## src/rtl/core/forbu_pkg.sv

```systemverilog
// ----------------------------------------------------------------------------
// forbu_pkg
// Shared types, constants and helpers of the frame-of-reference bit unpacker.
// ----------------------------------------------------------------------------
package forbu_pkg;

   localparam int ROW_INDEX_BITS = 20;
   localparam int VALUE_BITS     = 64;
   localparam int OFFSET_BITS    = 32;
   localparam int BUFFER_BITS    = 39;
   localparam int RSP_DATA_BITS  = ((VALUE_BITS + ROW_INDEX_BITS + 7) / 8) * 8;

   localparam int FIFO_DEPTH     = 4;
   localparam int FIFO_PTR_BITS  = $clog2(FIFO_DEPTH);
   localparam int FIFO_CNT_BITS  = $clog2(FIFO_DEPTH + 1);

   localparam logic [3:0] MAX_PLAIN_BYTES  = 4'd4;
   localparam logic [3:0] MAX_FOR_BYTES    = 4'd8;
   localparam logic [5:0] MAX_OFFSET_WIDTH = 6'd32;
   localparam logic [2:0] LAST_RESULT_NUM  = 3'd7;   // at most eight values per beat

   localparam logic [ROW_INDEX_BITS-1:0] ROW_ONE = 1;

   // register indexes
   localparam logic [2:0] REG_MODE         = 3'd0;
   localparam logic [2:0] REG_VALUE_BYTES  = 3'd1;
   localparam logic [2:0] REG_OFFSET_WIDTH = 3'd2;
   localparam logic [2:0] REG_BASE         = 3'd3;
   localparam logic [2:0] REG_BLOCK_ROWS   = 3'd4;

   // result status codes
   localparam logic [1:0] ST_OK                = 2'd0;
   localparam logic [1:0] ST_BAD_VALUE_SIZE    = 2'd1;
   localparam logic [1:0] ST_BAD_OFFSET_WIDTH  = 2'd2;

   typedef struct packed {
      logic                      mode;
      logic [3:0]                value_bytes;
      logic [5:0]                offset_width;
      logic [VALUE_BITS-1:0]     base;
      logic [ROW_INDEX_BITS-1:0] block_rows;
   } cfg_type;

   // one queued result job
   typedef struct packed {
      logic [OFFSET_BITS-1:0]    offset;
      logic [ROW_INDEX_BITS-1:0] row_index;
      logic                      last;
      logic [1:0]                status;
   } job_type;

   function automatic logic [VALUE_BITS-1:0] bytes_mask(input logic [3:0] nbytes);
      logic [VALUE_BITS-1:0] m;
      if (nbytes >= 4'd8) begin
         m = '1;
      end else begin
         m = ({{(VALUE_BITS-1){1'b0}}, 1'b1} << {nbytes[2:0], 3'b000})
             - {{(VALUE_BITS-1){1'b0}}, 1'b1};
      end
      return m;
   endfunction

endpackage

```

## src/rtl/core/forbu_fifo.sv

```systemverilog
// ----------------------------------------------------------------------------
// forbu_fifo
// Small job queue between the bit gatherer and the value stage.
// ----------------------------------------------------------------------------
module forbu_fifo (
   input  logic               clock,
   input  logic               reset,
   input  logic               push,
   input  forbu_pkg::job_type push_job,
   output logic               full,
   input  logic               pop,
   output forbu_pkg::job_type pop_job,
   output logic               empty
);

   forbu_pkg::job_type mem [forbu_pkg::FIFO_DEPTH];

   logic [forbu_pkg::FIFO_PTR_BITS-1:0] wptr_ff, wptr_in;
   logic [forbu_pkg::FIFO_PTR_BITS-1:0] rptr_ff, rptr_in;
   logic [forbu_pkg::FIFO_CNT_BITS-1:0] count_ff, count_in;

   assign full    = (count_ff == forbu_pkg::FIFO_CNT_BITS'(forbu_pkg::FIFO_DEPTH));
   assign empty   = (count_ff == '0);
   assign pop_job = mem[rptr_ff];

   always_comb begin
      wptr_in  = push ? wptr_ff + 1'b1 : wptr_ff;
      rptr_in  = pop  ? rptr_ff + 1'b1 : rptr_ff;
      count_in = count_ff;
      if (push && !pop) begin
         count_in = count_ff + 1'b1;
      end else if (pop && !push) begin
         count_in = count_ff - 1'b1;
      end
   end

   always_ff @(posedge clock) begin
      if (reset) begin
         wptr_ff  <= '0;
         rptr_ff  <= '0;
         count_ff <= '0;
      end else begin
         wptr_ff  <= wptr_in;
         rptr_ff  <= rptr_in;
         count_ff <= count_in;
      end
   end

   always_ff @(posedge clock) begin
      if (push) begin
         mem[wptr_ff] <= push_job;
      end
   end

endmodule

```

## src/rtl/core/forbu_front.sv

```systemverilog
// ----------------------------------------------------------------------------
// forbu_front
// Takes payload beats, checks widths, gathers bits and cuts offsets into the
// job queue, one per cycle while the queue has room.
// ----------------------------------------------------------------------------
module forbu_front (
   input  logic               clock,
   input  logic               reset,
   input  forbu_pkg::cfg_type cfg,
   input  logic               clear_stream,
   input  logic               req_tvalid,
   output logic               req_tready,
   input  logic [7:0]         req_tdata,
   input  logic               fifo_full,
   output logic               push,
   output forbu_pkg::job_type push_job
);

   logic [forbu_pkg::BUFFER_BITS-1:0]    bitbuf_ff, bitbuf_in;
   logic [5:0]                           held_ff, held_in;
   logic [forbu_pkg::ROW_INDEX_BITS-1:0] rows_ff, rows_in;
   logic                                 busy_ff, busy_in;
   logic [2:0]                           nres_ff, nres_in;

   logic                                 accept;
   logic                                 bad_vb;
   logic                                 bad_bw;
   logic [1:0]                           status;
   logic                                 more_rows;
   logic                                 active;
   logic                                 err_push;
   logic [forbu_pkg::BUFFER_BITS-1:0]    work_buf;
   logic [forbu_pkg::BUFFER_BITS-1:0]    width_mask;
   logic [forbu_pkg::BUFFER_BITS-1:0]    shifted;
   logic [5:0]                           work_held;
   logic [5:0]                           left_held;
   logic [2:0]                           work_n;
   logic                                 emit;
   logic                                 last_one;

   always_comb begin
      bad_vb = (cfg.value_bytes == 4'd0) ||
               (cfg.value_bytes > (cfg.mode ? forbu_pkg::MAX_FOR_BYTES
                                            : forbu_pkg::MAX_PLAIN_BYTES));
      bad_bw = (cfg.offset_width == 6'd0) ||
               (cfg.offset_width > forbu_pkg::MAX_OFFSET_WIDTH);
      if (bad_vb) begin
         status = forbu_pkg::ST_BAD_VALUE_SIZE;
      end else if (bad_bw) begin
         status = forbu_pkg::ST_BAD_OFFSET_WIDTH;
      end else begin
         status = forbu_pkg::ST_OK;
      end

      req_tready = !busy_ff && !fifo_full;
      accept     = req_tvalid && req_tready;
      more_rows  = rows_ff < cfg.block_rows;
      err_push   = accept && (status != forbu_pkg::ST_OK);

      // busy: keep cutting offsets out of what is held; else merge the new beat
      if (busy_ff) begin
         work_buf  = bitbuf_ff;
         work_held = held_ff;
         work_n    = nres_ff;
         active    = !fifo_full;
      end else begin
         work_buf  = bitbuf_ff |
                     ({{(forbu_pkg::BUFFER_BITS-8){1'b0}}, req_tdata} << held_ff[4:0]);
         work_held = held_ff + 6'd8;
         work_n    = 3'd0;
         active    = accept && (status == forbu_pkg::ST_OK) && more_rows;
      end

      width_mask = ({{(forbu_pkg::BUFFER_BITS-1){1'b0}}, 1'b1} << cfg.offset_width)
                   - {{(forbu_pkg::BUFFER_BITS-1){1'b0}}, 1'b1};
      shifted    = work_buf >> cfg.offset_width;
      left_held  = work_held - cfg.offset_width;
      emit       = active && (work_held >= cfg.offset_width) && more_rows;
      last_one   = (left_held < cfg.offset_width) ||
                   ((rows_ff + forbu_pkg::ROW_ONE) >= cfg.block_rows) ||
                   (work_n == forbu_pkg::LAST_RESULT_NUM);

      push               = emit || err_push;
      push_job.offset    = work_buf[forbu_pkg::OFFSET_BITS-1:0] &
                           width_mask[forbu_pkg::OFFSET_BITS-1:0];
      push_job.row_index = rows_ff;
      push_job.last      = err_push ? 1'b1 : last_one;
      push_job.status    = err_push ? status : forbu_pkg::ST_OK;

      bitbuf_in = bitbuf_ff;
      held_in   = held_ff;
      rows_in   = rows_ff;
      busy_in   = busy_ff;
      nres_in   = nres_ff;
      if (clear_stream) begin
         bitbuf_in = '0;
         held_in   = '0;
         rows_in   = '0;
         busy_in   = 1'b0;
         nres_in   = '0;
      end else if (active) begin
         bitbuf_in = emit ? shifted : work_buf;
         held_in   = emit ? left_held : work_held;
         rows_in   = emit ? rows_ff + forbu_pkg::ROW_ONE : rows_ff;
         busy_in   = emit && !last_one;
         nres_in   = work_n + 3'd1;
      end
   end

   always_ff @(posedge clock) begin
      if (reset) begin
         bitbuf_ff <= '0;
         held_ff   <= '0;
         rows_ff   <= '0;
         busy_ff   <= 1'b0;
         nres_ff   <= '0;
      end else begin
         bitbuf_ff <= bitbuf_in;
         held_ff   <= held_in;
         rows_ff   <= rows_in;
         busy_ff   <= busy_in;
         nres_ff   <= nres_in;
      end
   end

endmodule

```

## src/rtl/core/forbu_back.sv

```systemverilog
// ----------------------------------------------------------------------------
// forbu_back
// Pops jobs, adds the base in frame-of-reference mode, truncates to
// value_bytes and holds the result beat in the output register.
// ----------------------------------------------------------------------------
module forbu_back (
   input  logic                                 clock,
   input  logic                                 reset,
   input  forbu_pkg::cfg_type                   cfg,
   input  logic                                 fifo_empty,
   input  forbu_pkg::job_type                   pop_job,
   output logic                                 pop,
   output logic                                 rsp_tvalid,
   input  logic                                 rsp_tready,
   output logic [forbu_pkg::RSP_DATA_BITS-1:0]  rsp_tdata,
   output logic                                 rsp_tlast,
   output logic [1:0]                           rsp_tuser
);

   logic                                 valid_ff, valid_in;
   logic [forbu_pkg::VALUE_BITS-1:0]     value_ff, value_in;
   logic [forbu_pkg::ROW_INDEX_BITS-1:0] row_ff;
   logic                                 last_ff;
   logic [1:0]                           status_ff;
   logic [forbu_pkg::VALUE_BITS-1:0]     wide_offset;

   always_comb begin
      pop         = !fifo_empty && (!valid_ff || rsp_tready);
      wide_offset = {{(forbu_pkg::VALUE_BITS-forbu_pkg::OFFSET_BITS){1'b0}}, pop_job.offset};
      if (pop_job.status != forbu_pkg::ST_OK) begin
         value_in = '0;
      end else begin
         value_in = (cfg.mode ? cfg.base + wide_offset : wide_offset) &
                    forbu_pkg::bytes_mask(cfg.value_bytes);
      end
      valid_in = pop || (valid_ff && !rsp_tready);
   end

   always_ff @(posedge clock) begin
      if (reset) begin
         valid_ff <= 1'b0;
      end else begin
         valid_ff <= valid_in;
      end
   end

   always_ff @(posedge clock) begin
      if (pop) begin
         value_ff  <= value_in;
         row_ff    <= pop_job.row_index;
         last_ff   <= pop_job.last;
         status_ff <= pop_job.status;
      end
   end

   always_comb begin
      rsp_tvalid = valid_ff;
      rsp_tdata  = '0;
      rsp_tdata[forbu_pkg::VALUE_BITS-1:0] = value_ff;
      rsp_tdata[forbu_pkg::VALUE_BITS +: forbu_pkg::ROW_INDEX_BITS] = row_ff;
      rsp_tlast  = last_ff;
      rsp_tuser  = status_ff;
   end

endmodule

```

## src/rtl/core/frame_of_reference_bit_unpacker.sv

```systemverilog
// ----------------------------------------------------------------------------
// frame_of_reference_bit_unpacker
// Unpacks a bit-packed / frame-of-reference payload into values.
// ----------------------------------------------------------------------------
// Usage:
//   Software parses the block header and writes mode, value_bytes, offset
//   width, base and the block row count over the csr_ port; writing the row
//   count starts a block. Payload bytes then arrive one per beat on req_
//   (req_tdata = packed_byte), bits taken LSB first. Every offset-width bits
//   give one result beat on rsp_ (value, row index), rsp_tlast marking the
//   final result of an input beat. Once the row count is reached, padding
//   beats are taken and dropped. A bad value_bytes or offset width gives one
//   zero-valued error beat per input beat.
// Timing:
//   The front writes a result's job into the queue at the edge that accepts
//   its input beat, and the back loads the output register from the queue
//   once that register is free. The front cuts one offset per cycle while
//   the queue has room and takes no new beat until it has cut every offset
//   of the last one: one beat per cycle for widths of 8 and up.
// Reset and stall:
//   Reset restores register defaults and empties the stream state and queue.
//   A stalled receiver holds the output register; the 4-deep job queue fills
//   and then req_tready drops until space frees up.
// ----------------------------------------------------------------------------
module frame_of_reference_bit_unpacker (
   input  logic                                 clock,
   input  logic                                 reset,
   // config write port
   input  logic                                 csr_we,
   input  logic [2:0]                           csr_index,
   input  logic [63:0]                          csr_wdata,
   // payload beats
   input  logic                                 req_tvalid,
   output logic                                 req_tready,
   input  logic [7:0]                           req_tdata,   // [7:0] packed_byte
   // result beats
   output logic                                 rsp_tvalid,
   input  logic                                 rsp_tready,
   output logic [forbu_pkg::RSP_DATA_BITS-1:0]  rsp_tdata,   // [63:0] value,
                                                             // [83:64] row_index, pad
   output logic                                 rsp_tlast,
   output logic [1:0]                           rsp_tuser    // [1:0] status
);

   forbu_pkg::cfg_type cfg_ff, cfg_in;
   logic               clear_stream;

   // queue hookup
   logic               push;
   logic               pop;
   logic               fifo_full;
   logic               fifo_empty;
   forbu_pkg::job_type push_job;
   forbu_pkg::job_type pop_job;

   // register writes; unknown indexes are dropped
   always_comb begin
      cfg_in       = cfg_ff;
      clear_stream = 1'b0;
      if (csr_we) begin
         case (csr_index)
            forbu_pkg::REG_MODE: begin
               cfg_in.mode = csr_wdata[0];
            end
            forbu_pkg::REG_VALUE_BYTES: begin
               cfg_in.value_bytes = csr_wdata[3:0];
            end
            forbu_pkg::REG_OFFSET_WIDTH: begin
               cfg_in.offset_width = csr_wdata[5:0];
            end
            forbu_pkg::REG_BASE: begin
               cfg_in.base = csr_wdata;
            end
            forbu_pkg::REG_BLOCK_ROWS: begin
               cfg_in.block_rows = csr_wdata[forbu_pkg::ROW_INDEX_BITS-1:0];
               clear_stream      = 1'b1;   // new block
            end
            default: begin
               cfg_in = cfg_ff;
            end
         endcase
      end
   end

   always_ff @(posedge clock) begin
      if (reset) begin
         cfg_ff.mode         <= 1'b0;
         cfg_ff.value_bytes  <= 4'd4;
         cfg_ff.offset_width <= 6'd8;
         cfg_ff.base         <= '0;
         cfg_ff.block_rows   <= '0;
      end else begin
         cfg_ff <= cfg_in;
      end
   end

   // front: width checks, bit gathering, offset cutting
   forbu_front u_front (
      .clock        (clock),
      .reset        (reset),
      .cfg          (cfg_ff),
      .clear_stream (clear_stream),
      .req_tvalid   (req_tvalid),
      .req_tready   (req_tready),
      .req_tdata    (req_tdata),
      .fifo_full    (fifo_full),
      .push         (push),
      .push_job     (push_job)
   );

   // decouples the gatherer from the output stall
   forbu_fifo u_fifo (
      .clock    (clock),
      .reset    (reset),
      .push     (push),
      .push_job (push_job),
      .full     (fifo_full),
      .pop      (pop),
      .pop_job  (pop_job),
      .empty    (fifo_empty)
   );

   // back: base add, truncation, output register
   forbu_back u_back (
      .clock      (clock),
      .reset      (reset),
      .cfg        (cfg_ff),
      .fifo_empty (fifo_empty),
      .pop_job    (pop_job),
      .pop        (pop),
      .rsp_tvalid (rsp_tvalid),
      .rsp_tready (rsp_tready),
      .rsp_tdata  (rsp_tdata),
      .rsp_tlast  (rsp_tlast),
      .rsp_tuser  (rsp_tuser)
   );

endmodule

```

## config.mk

```make
export PLATFORM = sky130hd
export DESIGN_NAME = frame_of_reference_bit_unpacker
export DESIGN_NICKNAME = d
export VERILOG_FILES = /design/src/rtl/core/forbu_pkg.sv /design/src/rtl/core/forbu_fifo.sv /design/src/rtl/core/forbu_front.sv /design/src/rtl/core/forbu_back.sv /design/src/rtl/core/frame_of_reference_bit_unpacker.sv
export SDC_FILE = /design/constraint.sdc
export NUM_CORES = 1
export LEC_CHECK = 0
export BUFFER_PORTS_ARGS = -buffer_cell sky130_fd_sc_hd__buf_2
export CORE_ASPECT_RATIO = 1.25
export CORE_UTILIZATION = 30
export CTS_CLUSTER_DIAMETER = 100
export DETAILED_ROUTE_END_ITERATION = 16
export SETUP_SLACK_MARGIN = 0.15
export SYNTH_ARGS = -nofsm -noshare
export SYNTH_HDL_FRONTEND = slang
export SYNTH_SLANG_ARGS = --single-unit
```

## constraint.sdc

```tcl
create_clock -name clock -period 8.2 [get_ports clock]
set_input_delay 1.64 -clock clock [delete_from_list [all_inputs] [get_ports clock]]
set_output_delay 1.64 -clock clock [all_outputs]
set_load 0.02 [all_outputs]
```

==> metrics.yaml, run 1 <==
clocking:
  cts_buffer_depth: 3
  cts_tree: "yes"
  clk_latency_ns: 0.63
  clockRootBuffer: "clkbuf_16"
  clk_pin_slew_ns: 0.06
  cts-buffers-inserted: 54
  h-tree-depth: 2
  cts-resized-gates: 0
  cts_hold_buf: 0
  clkSinkCount: 481
  post_cts.repair.setup_buffers: 0
critical_path:
  required_ns: 8.65
  path_class: "flop to flop"
  worst_ep_arrival_time_ns: 5.44
  critPathLaunchType: "flop"
  end_kind: "flop"
  cp_max_fo: 34
final_layout:
  area_growth_pct: 14.7
  seq_area_um2: 12700
  finish.utilization_pct: 34.9
  layout_common_cells: "nand2_1, edfxtp_1, a21oi_1"
  antenna_cells: 0
  multi_input_area_um2: 12700
  drive_gt1_share_pct: 16.4
  nets: 2842
  n_fill_cell: 8653
  final_common_cell: "nand2_1"
worst_hold_path:
  hp-start: "u_front.nres_ff[1]$_SDFFE_PP0P_"
  hold_path_class: "flop to flop"
timing:
  finalSetupTns_ns: 0
  final-hold-violation-count: 0
  setup_ws_ns: 3.21
  finalCritPeriodShare_pct: 60.8
  maxSlewHeadroom_pct: 17.4
  rsz0062_at_grt: "no"
  maxSlewViolCount: 0
  min_period_ns: 4.99
  finalClockSkew_ns: 0.0301
  hold-worst-slack_ns: 0.452
  max_freq_ghz: 0.200
  setup_viol: 0
  worstMarginPinSlew_ns: 1.24
yosys:
  async_flop_share_pct: 0
  synth_edf_count: 307
  synth.distinct_cells: 101
  synth_top_area_share_pct: 35.2
  syn_inst: 2544
  synthTopCellsByArea: "edfxtp_1, dfxtp_1, mux4_2, a21oi_1, nand2_1"
  yosysSeqAreaShare_pct: 48.5
  synth_top_area_cell: "edfxtp_1"
  netlist_area_um2: 26200
  avgSynthCellArea_um2: 10.3
  ys.flop_type: "edfxtp_1"
  yosys_register_bits: 481
  synth_warnings: 0
global_route:
  antenna_found_initial: 5
  grt_pass1_wl_um: 125000
  grt_start_max_net_pins: 69
  first_global_vias: 20074
  track_usage_pct: 18.2
  grt_overflow: 0
route:
  drt_wl_total_um: 82600
  drtPass1Iterations: 6
  post-route-drc-count: 0
  postRouteAntennaNets: 0
  wire_per_inst_um: 21.4
  routed_via_density: 5.45
  num_vias: 21068
  drt_iter0_drc: 2051
placed_design:
  hpwlAfterDp_um: 58800
  place_congestion: 0.989
  place_ws_ns: 3.20
  portBuffers: 168
pwr:
  p_leak_nw: 10.7
  peakVddDrop_v: 0.000155
  power.total_mw: 9.20
  cellPowerDensity_nw_per_um2: 306
floorplanning:
  dieArea_um2: 88500
  die_w_um: 266
  die_height_um: 332
  initial_core_util_pct: 30.5
  rows: 120
  core_area_um2: 86000
  io_pins: 173
job:
  maxCapViolCount: 0
run_status:
  status: "completed"
[synth_stat cells (6+ instances only)]
library cell,instances
mux2_2,14
o21ai_1,9
nand4_1,13
nor2b_1,17
dfxtp_1,174
inv_1,64
nor2_1,203
a31oi_1,27
o221ai_1,7
o22ai_1,15
o21a_1,17
a22oi_1,6
or3_1,20
xnor2_1,37
o31ai_1,22
mux4_2,75
xor2_1,33
clkbuf_1,121
or2_2,12
buf_1,16
ha_1,97
a211oi_1,29
or4_1,13
mux2i_1,78
o21bai_1,10
o211ai_1,15
o21ai_0,89
edfxtp_1,307
nand2_1,359
a311oi_1,8
and3_1,22
nor3_1,48
a21oi_1,280
a21o_1,28
nand3_1,43
buf_2,15
a221o_1,8
and2_1,18
a221oi_1,14
nand2b_1,24
buf_4,7
a22o_1,8
a211o_1,10
[final cells by class]
type                            instances  share of cell area [%]
Clock buffer                           69                    4.85
Sequential cell                       481                    42.3
Timing Repair Buffer                  219                    4.08
Tap cell                             1159                    4.82
Inverter                               66                   0.824
Clock inverter                         33                   0.982
Multi-Input combinational cell       1840                    42.2
[registers in the layout (all words and copies together), names as in the netlist, named ones only]
name and flops:
u_front.nres_ff 3, u_back.rsp_tuser 2, u_back.rsp_tlast 1, u_back.row_ff 20, u_front.bitbuf_ff 39, u_front.held_ff 6
u_fifo.rptr_ff 2, u_back.rsp_tvalid 1, u_fifo.count_ff 3, u_fifo.wptr_ff 2, cfg_ff 95, u_front.busy_ff 1
u_back.value_ff 64, u_fifo.mem 220, u_front.rows_ff 20
[worst max-delay path, cell delays in order (launching register included)]
cell	delay, ns
dfxtp_2	0.71
buf_4	0.53
mux4_2	0.33
ha_1	0.20
inv_1	0.06
fa_1	0.38
nand2b_1	0.20
a21oi_1	0.26
o221a_2	0.26
o21ai_1	0.08
and3_1	0.25
nor4_1	0.60
o21ai_0	0.20
buf_4	0.22
a211oi_1	0.30
mux2i_1	0.23
[per-layer routing]
| layer | global-route usage [%] | routed length, um | up-vias |
|---|---|---|---|
| met5 | 0 | 24 | - |
| met4 | 6.13 | 2850 | 4 |
| met3 | 3.58 | 6630 | 208 |
| met2 | 29.9 | 38600 | 963 |
| met1 | 23.9 | 34500 | 10181 |
| li1 | - | - | 9712 |
[metrics by stage]
stage	instance area, um2	std cells
floorplan	26200	2547
CTS	30100	3867
global placement	28300	3765
finish	30100	3867
global route	30100	3867
detailed placement	28300	3765
[cells by family (layout without fill, tap and decap cells)]
logic type / Yosys count / after routing / share of synthesized area, %
simple gates: 823 / 823 / 14.2
compound gates: 674 / 674 / 16.5
flops: 481 / 481 / 48.5
buf+inv: 226 / 387 / 3.44
mux: 169 / 169 / 10.2
fa+ha+maj: 100 / 100 / 4.86
xor+xnor: 70 / 70 / 2.34
other cells: 1 / 4 / 0.0143
[power by group]
| group | total (mW) | leakage (nW) | internal [mW] | switching (mW) |
|---|---|---|---|---|
| Clock | 2.41 | 0.854 | 1.36 | 1.04 |
| Combinational | 3.36 | 5.57 | 1.17 | 2.19 |
| Sequential | 3.43 | 4.27 | 3.19 | 0.243 |
[worst paths after layout]
kind | to | slack (ns) | cells after the start
worst max-delay path | u_back.value_ff[62]$_SDFFCE_PP0P_ | 3.21 | 15
worst min-delay path | u_front.nres_ff[1]$_SDFFE_PP0P_ | 0.45 | 2
worst max register to register | u_back.value_ff[62]$_SDFFCE_PP0P_ | 3.21 | 15
worst min register to register | u_front.nres_ff[1]$_SDFFE_PP0P_ | 0.45 | 2
Note: power is estimated with default switching activity, not from simulation.
==> run 2, diff against run 1 <==
- clock period: 8.2 -> 4.9 ns (I/O delays scaled with it)
==> metrics.yaml, run 2 (synthesis gave the netlist of run 1 again) <==
run_status:
  status: "completed"
pwr:
  p_clk_share_pct: 26.6
  combPwrFrac_pct: 36.9
  p_int_mw: 9.84
  sequentialPowerShare_pct: 36.6
  peakVddDrop_v: 0.000307
  p_switching_mw: 5.85
  cellPowerDensity_nw_per_um2: 515
  p_sw_share_pct: 37.3
  p_leak_nw: 10.9
clocking:
  clk_latency_ns: 0.61
  cts_hold_buf: 0
  clk_pin_slew_ns: 0.06
  cts_tree: "yes"
  cts_buffer_depth: 3
  clockRootBuffer: "clkbuf_16"
  cts-buffers-inserted: 53
  clkSinkCount: 481
  h-tree-depth: 2
final_layout:
  top_regs: "u_fifo.mem x220, cfg_ff x95, u_back.value_ff x64"
  largest_register: "u_fifo.mem"
  nets: 2873
  finish.utilization_pct: 35.4
  layout_common_cells: "nand2_1, edfxtp_1, a21oi_1"
  area_growth_pct: 16.2
  stdcell_count: 3896
  drive_gt1_share_pct: 17.5
  largest_reg_flops: 220
  fin_area_um2: 30400
  final_common_cell: "nand2_1"
floorplanning:
  die_w_um: 266
  io_pins: 173
  core_area_um2: 86000
  die_height_um: 332
  rows: 120
  initial_core_util_pct: 30.5
  dieArea_um2: 88500
route:
  num_vias: 20949
  drt_wl_total_um: 83700
  routed_via_density: 5.38
  wire_per_inst_um: 21.5
  postRouteAntennaNets: 0
  drt_iter0_drc: 2097
  drtPass1Iterations: 6
  post-route-drc-count: 0
worst_hold_path:
  hold_path_class: "flop to flop"
  holdPathStages: 2
  min_to: "u_front.nres_ff[2]$_SDFFE_PP0P_"
  hp-start: "u_front.nres_ff[2]$_SDFFE_PP0P_"
timing:
  setup_viol: 0
  hold-worst-slack_ns: 0.448
  rsz0062_at_grt: "no"
  maxSlewHeadroom_pct: 28.0
  min_period_ns: 4.29
  finalClockSkew_ns: 0.0201
  maxSlewViolCount: 0
  finalCritPeriodShare_pct: 87.6
  worstMarginPinSlew_ns: 1.08
  final-hold-violation-count: 0
  max_freq_ghz: 0.233
job:
  maxCapViolCount: 0
global_route:
  antenna_found_initial: 6
  track_usage_pct: 18.5
  grt_pass1_wl_um: 127000
  first_global_vias: 20405
  grt_start_max_net_pins: 78
  grt_overflow: 0
placed_design:
  portBuffers: 168
  post_dp_cell_area_um2: 28600
  place_congestion: 0.983
  dp_cells: 3797
  hpwlAfterDp_um: 61100
critical_path:
  worst_ep_arrival_time_ns: 4.73
  cp_max_fo: 27
  r2r_end: "u_back.value_ff[54]$_SDFFCE_PP0P_"
  path_class: "flop to flop"
  slowest_stage: "dfxtp_4"
  required_ns: 5.34
  rr_worst_depth: 14
  max_stage_delay_ns: 0.67
  end_kind: "flop"
  path_cells: "mux4_2 -> ha_1 -> inv_1 -> fa_1 -> nand2b_1 -> a21oi_1 -> o221a_2 -> o21ai_1 -> and3_1 -> nor4_2 -> o21ai_0 -> buf_4 -> a2111o_1 -> o21ai_0"
  path_common_cell: "o21ai_0"
  critPathLaunchType: "flop"
  ff2ff_setup_slack_ns: 0.61
[run 2: cell count changes in the layout (fill, tap and decap cells not counted), sizes merged]
cell,previous run,this run
clkinvlp,4,7
clkbuf,69,67
clkinv,22,15
inv,70,69
diode,0,1
bufinv,3,6
buf,219,251
[run 2: worst max-delay path, delay by kind of cell (launching register included)]
kind	cells	cell delay (ns)
adder cells (fa/ha/maj)	2	0.59
buffers and inverters	2	0.29
multiplexers	1	0.35
AO/OA/AOI/OAI	6	1.34
AND/OR/NAND/NOR	3	0.87
flip-flops	1	0.67
[run 2: layer usage]
layer / vias up / GRT usage [%] / routed length, um
met2: 860 / 30.5 / 39300
met5: - / 0 / 12
met3: 204 / 3.17 / 5550
li1: 9781 / - / -
met1: 10102 / 23.8 / 35200
met4: 2 / 7.54 / 3590
[run 2: worst max-delay path by stage]
| stage | cells past startpoint | slack (ns) | end | from |
|---|---|---|---|---|
| floorplan | 14 | -0.92 | u_fifo.mem[0][0]$_DFFE_PP_ | cfg_ff[86]$_SDFFE_PP0P_ |
| global placement | 14 | 0.45 | u_back.value_ff[62]$_SDFFCE_PP0P_ | flop |
| detailed placement | 14 | 0.40 | u_back.value_ff[62]$_SDFFCE_PP0P_ | flop |
| CTS | 14 | 0.38 | u_back.value_ff[62]$_SDFFCE_PP0P_ | flop |
| global route | 15 | 0.27 | u_fifo.mem[2][2]$_DFFE_PP_ | u_front.rows_ff[0]$_SDFFE_PP0P_ |
| finish | 14 | 0.61 | u_back.value_ff[54]$_SDFFCE_PP0P_ | flop |
[run 2: timing repair]
action,4_1_cts,5_1_grt
endpoints found under the setup margin,0,5
setup buffers,0,0
resized for setup,0,1
[run 2: area by class of cell]
class / count / area, um2
diodes: 1 / 2.50
clock buffers: 67 / 1460
clock inverters: 31 / 358
fillers: 8598 / 55600
inverters: 66 / 248
multi-input cells: 1840 / 12700
flip-flops and latches: 481 / 12700
well taps: 1159 / 1450
repair buffers: 251 / 1540
[run 2: power groups by stage]
| stage | registers, mW | logic (mW) | clock network (mW) |
|---|---|---|---|
| finish | 5.73 | 5.79 | 4.16 |
| global route | 5.81 | 6.19 | 4.40 |
| CTS | 5.74 | 5.74 | 4.26 |
| detailed placement | 5.83 | 5.71 | 0 |
| global placement | 5.82 | 5.70 | 0 |
| floorplan | 6.13 | 3.34 | 0 |
[run 2: through the flow]
step | worst slack, ns | setup TNS [ns] | total power, mW
4_1_cts | 0.378 | 0 | 15.7
5_1_grt | 0.273 | 0 | 16.4
6_report | 0.608 | 0 | 15.7
2_1_floorplan | -0.923 | -202.96 | 9.47
3_5_place_dp | 0.399 | 0 | 11.5
3_3_place_gp | 0.455 | 0 | 11.5
==> run 3, diff against run 2 <==
- RECOVER_POWER: not set -> 25
==> metrics.yaml, run 3 (synthesis gave the netlist of run 1 again) <==
critical_path:
  max_stage_delay_ns: 0.68
  path_common_cell: "o21ai_0"
  crit_family: "compound AO/OA/AOI/OAI gates"
  critPathLaunchType: "flop"
  cp_max_fo: 27
  slowest_stage: "dfxtp_4"
  required_ns: 5.34
  path_class: "flop to flop"
  end_kind: "flop"
  cp_num_buf_inv: 2
  path_cells: "mux4_2 -> ha_1 -> inv_1 -> fa_1 -> nand2b_1 -> a21oi_1 -> o221a_2 -> o21ai_1 -> and3_1 -> nor4_2 -> o21ai_0 -> buf_4 -> a2111o_1 -> o21ai_0"
  worst_ep_arrival_time_ns: 4.73
timing:
  maxSlewViolCount: 104
  worstMarginPinSlew_ns: 3.91
  final-hold-violation-count: 0
  setup_viol: 0
  max_freq_ghz: 0.233
  maxSlewHeadroom_pct: -161
  min_period_ns: 4.30
  rsz0062_at_grt: "no"
  finalClockSkew_ns: 0.0200
  finalCritPeriodShare_pct: 87.7
route:
  drtPass1Iterations: 6
  num_vias: 21013
  wire_per_inst_um: 21.5
  drt_wl_total_um: 83800
  post-route-drc-count: 0
  drt_iter0_drc: 1983
  routed_via_density: 5.39
  postRouteAntennaNets: 0
clocking:
  clockRootBuffer: "clkbuf_16"
  cts_hold_buf: 0
  clk_latency_ns: 0.61
  cts_tree: "yes"
  cts-buffers-inserted: 53
  clkSinkCount: 481
  cts_buffer_depth: 3
  post_cts.repair.setup_buffers: 0
  cts-resized-gates: 0
  clk_pin_slew_ns: 0.07
  h-tree-depth: 2
job:
  maxCapViolCount: 2
placed_design:
  place_congestion: 0.983
  hpwlAfterDp_um: 61100
  portBuffers: 168
global_route:
  use_met1_pct: 23.8
  grt_overflow: 0
  use_met3_pct: 3.17
  busiest_layer: "met2"
  track_usage_pct: 18.5
  grt_start_max_net_pins: 78
  antenna_found_initial: 6
  first_global_vias: 20405
  met2_usage_pct: 30.5
  grt_pass1_wl_um: 127000
final_layout:
  layout_common_cells: "nand2_1, edfxtp_1, a21oi_1"
  top_regs: "u_fifo.mem x220, cfg_ff x95, u_back.value_ff x64"
  finish.utilization_pct: 35.3
  largest_register: "u_fifo.mem"
  nets: 2873
  largest_reg_flops: 220
  final_common_cell: "nand2_1"
  area_growth_pct: 15.8
  n_fill_cell: 8620
  drive_gt1_share_pct: 15.1
floorplanning:
  initial_core_util_pct: 30.5
  die_height_um: 332
  rows: 120
  io_pins: 173
  dieArea_um2: 88500
  die_w_um: 266
  core_area_um2: 86000
pwr:
  cellPowerDensity_nw_per_um2: 515
  power.total_mw: 15.6
  p_leak_nw: 10.7
  peakVddDrop_v: 0.000308
run_status:
  status: "finished, violations left"
  violations: "max-capacitance violations, max-slew violations"
worst_hold_path:
  hold_path_class: "flop to flop"
==> run 3: per-stage QoR <==
stage / setup slack (ns) / instances / area [um2] / hold slack, ns / TNS [ns]
floorplan: -0.923 / 2547 / 26200 / 0.427 / -202.96
CTS: 0.378 / 3895 / 30400 / 0.448 / 0
finish: 0.601 / 3896 / 30300 / 0.447 / 0
detailed placement: 0.399 / 3797 / 28600 / 0.439 / 0
global placement: 0.455 / 3797 / 28600 / 0.435 / 0
global route: 0.273 / 3895 / 30300 / 0.470 / 0
==> run 3: area by class of cell <==
class | instances | area (um2) | share of cell area (%)
antenna | 1 | 2.50 | 0.00825
clock inverter | 31 | 358 | 1.18
timing repair buffer | 251 | 1450 | 4.77
inverter | 66 | 248 | 0.816
sequential | 481 | 12700 | 41.9
clock buffer | 67 | 1460 | 4.82
tap | 1159 | 1450 | 4.78
multi-input combinational | 1840 | 12700 | 41.8
==> run 3: worst reg2reg max path, delay by kind of cell (launching register included) <==
kind                       cells  cell delay (ns)
and+or+nand+nor                3             0.87
buffers and inverters          2             0.29
DFF                            1             0.68
AOI/OAI and AO/OA              6             1.34
adders and majority gates      2             0.59
muxes                          1             0.36
==> run 3: worst paths after layout <==
path                                       end  slack [ns]  depth (start not counted)                            start
max          u_back.value_ff[54]$_SDFFCE_PP0P_        0.60                         14                             flop
min            u_front.nres_ff[2]$_SDFFE_PP0P_        0.45                          2  u_front.nres_ff[2]$_SDFFE_PP0P_
max reg2reg  u_back.value_ff[54]$_SDFFCE_PP0P_        0.60                         14                             flop
min reg2reg    u_front.nres_ff[2]$_SDFFE_PP0P_        0.45                          2  u_front.nres_ff[2]$_SDFFE_PP0P_
==> run 3: power by group <==
group	switching (mW)	total [mW]	internal, mW
Clock	1.72	4.17	2.44
Sequential	0.409	5.75	5.34
Combinational	3.73	5.72	1.99
==> run 3: metal layers <==
metal | share of wire, % | routed length [um]
met5 | 0.014 | 12
met4 | 4.5 | 3740
met3 | 6.6 | 5560
met2 | 47 | 39400
met1 | 42 | 35100
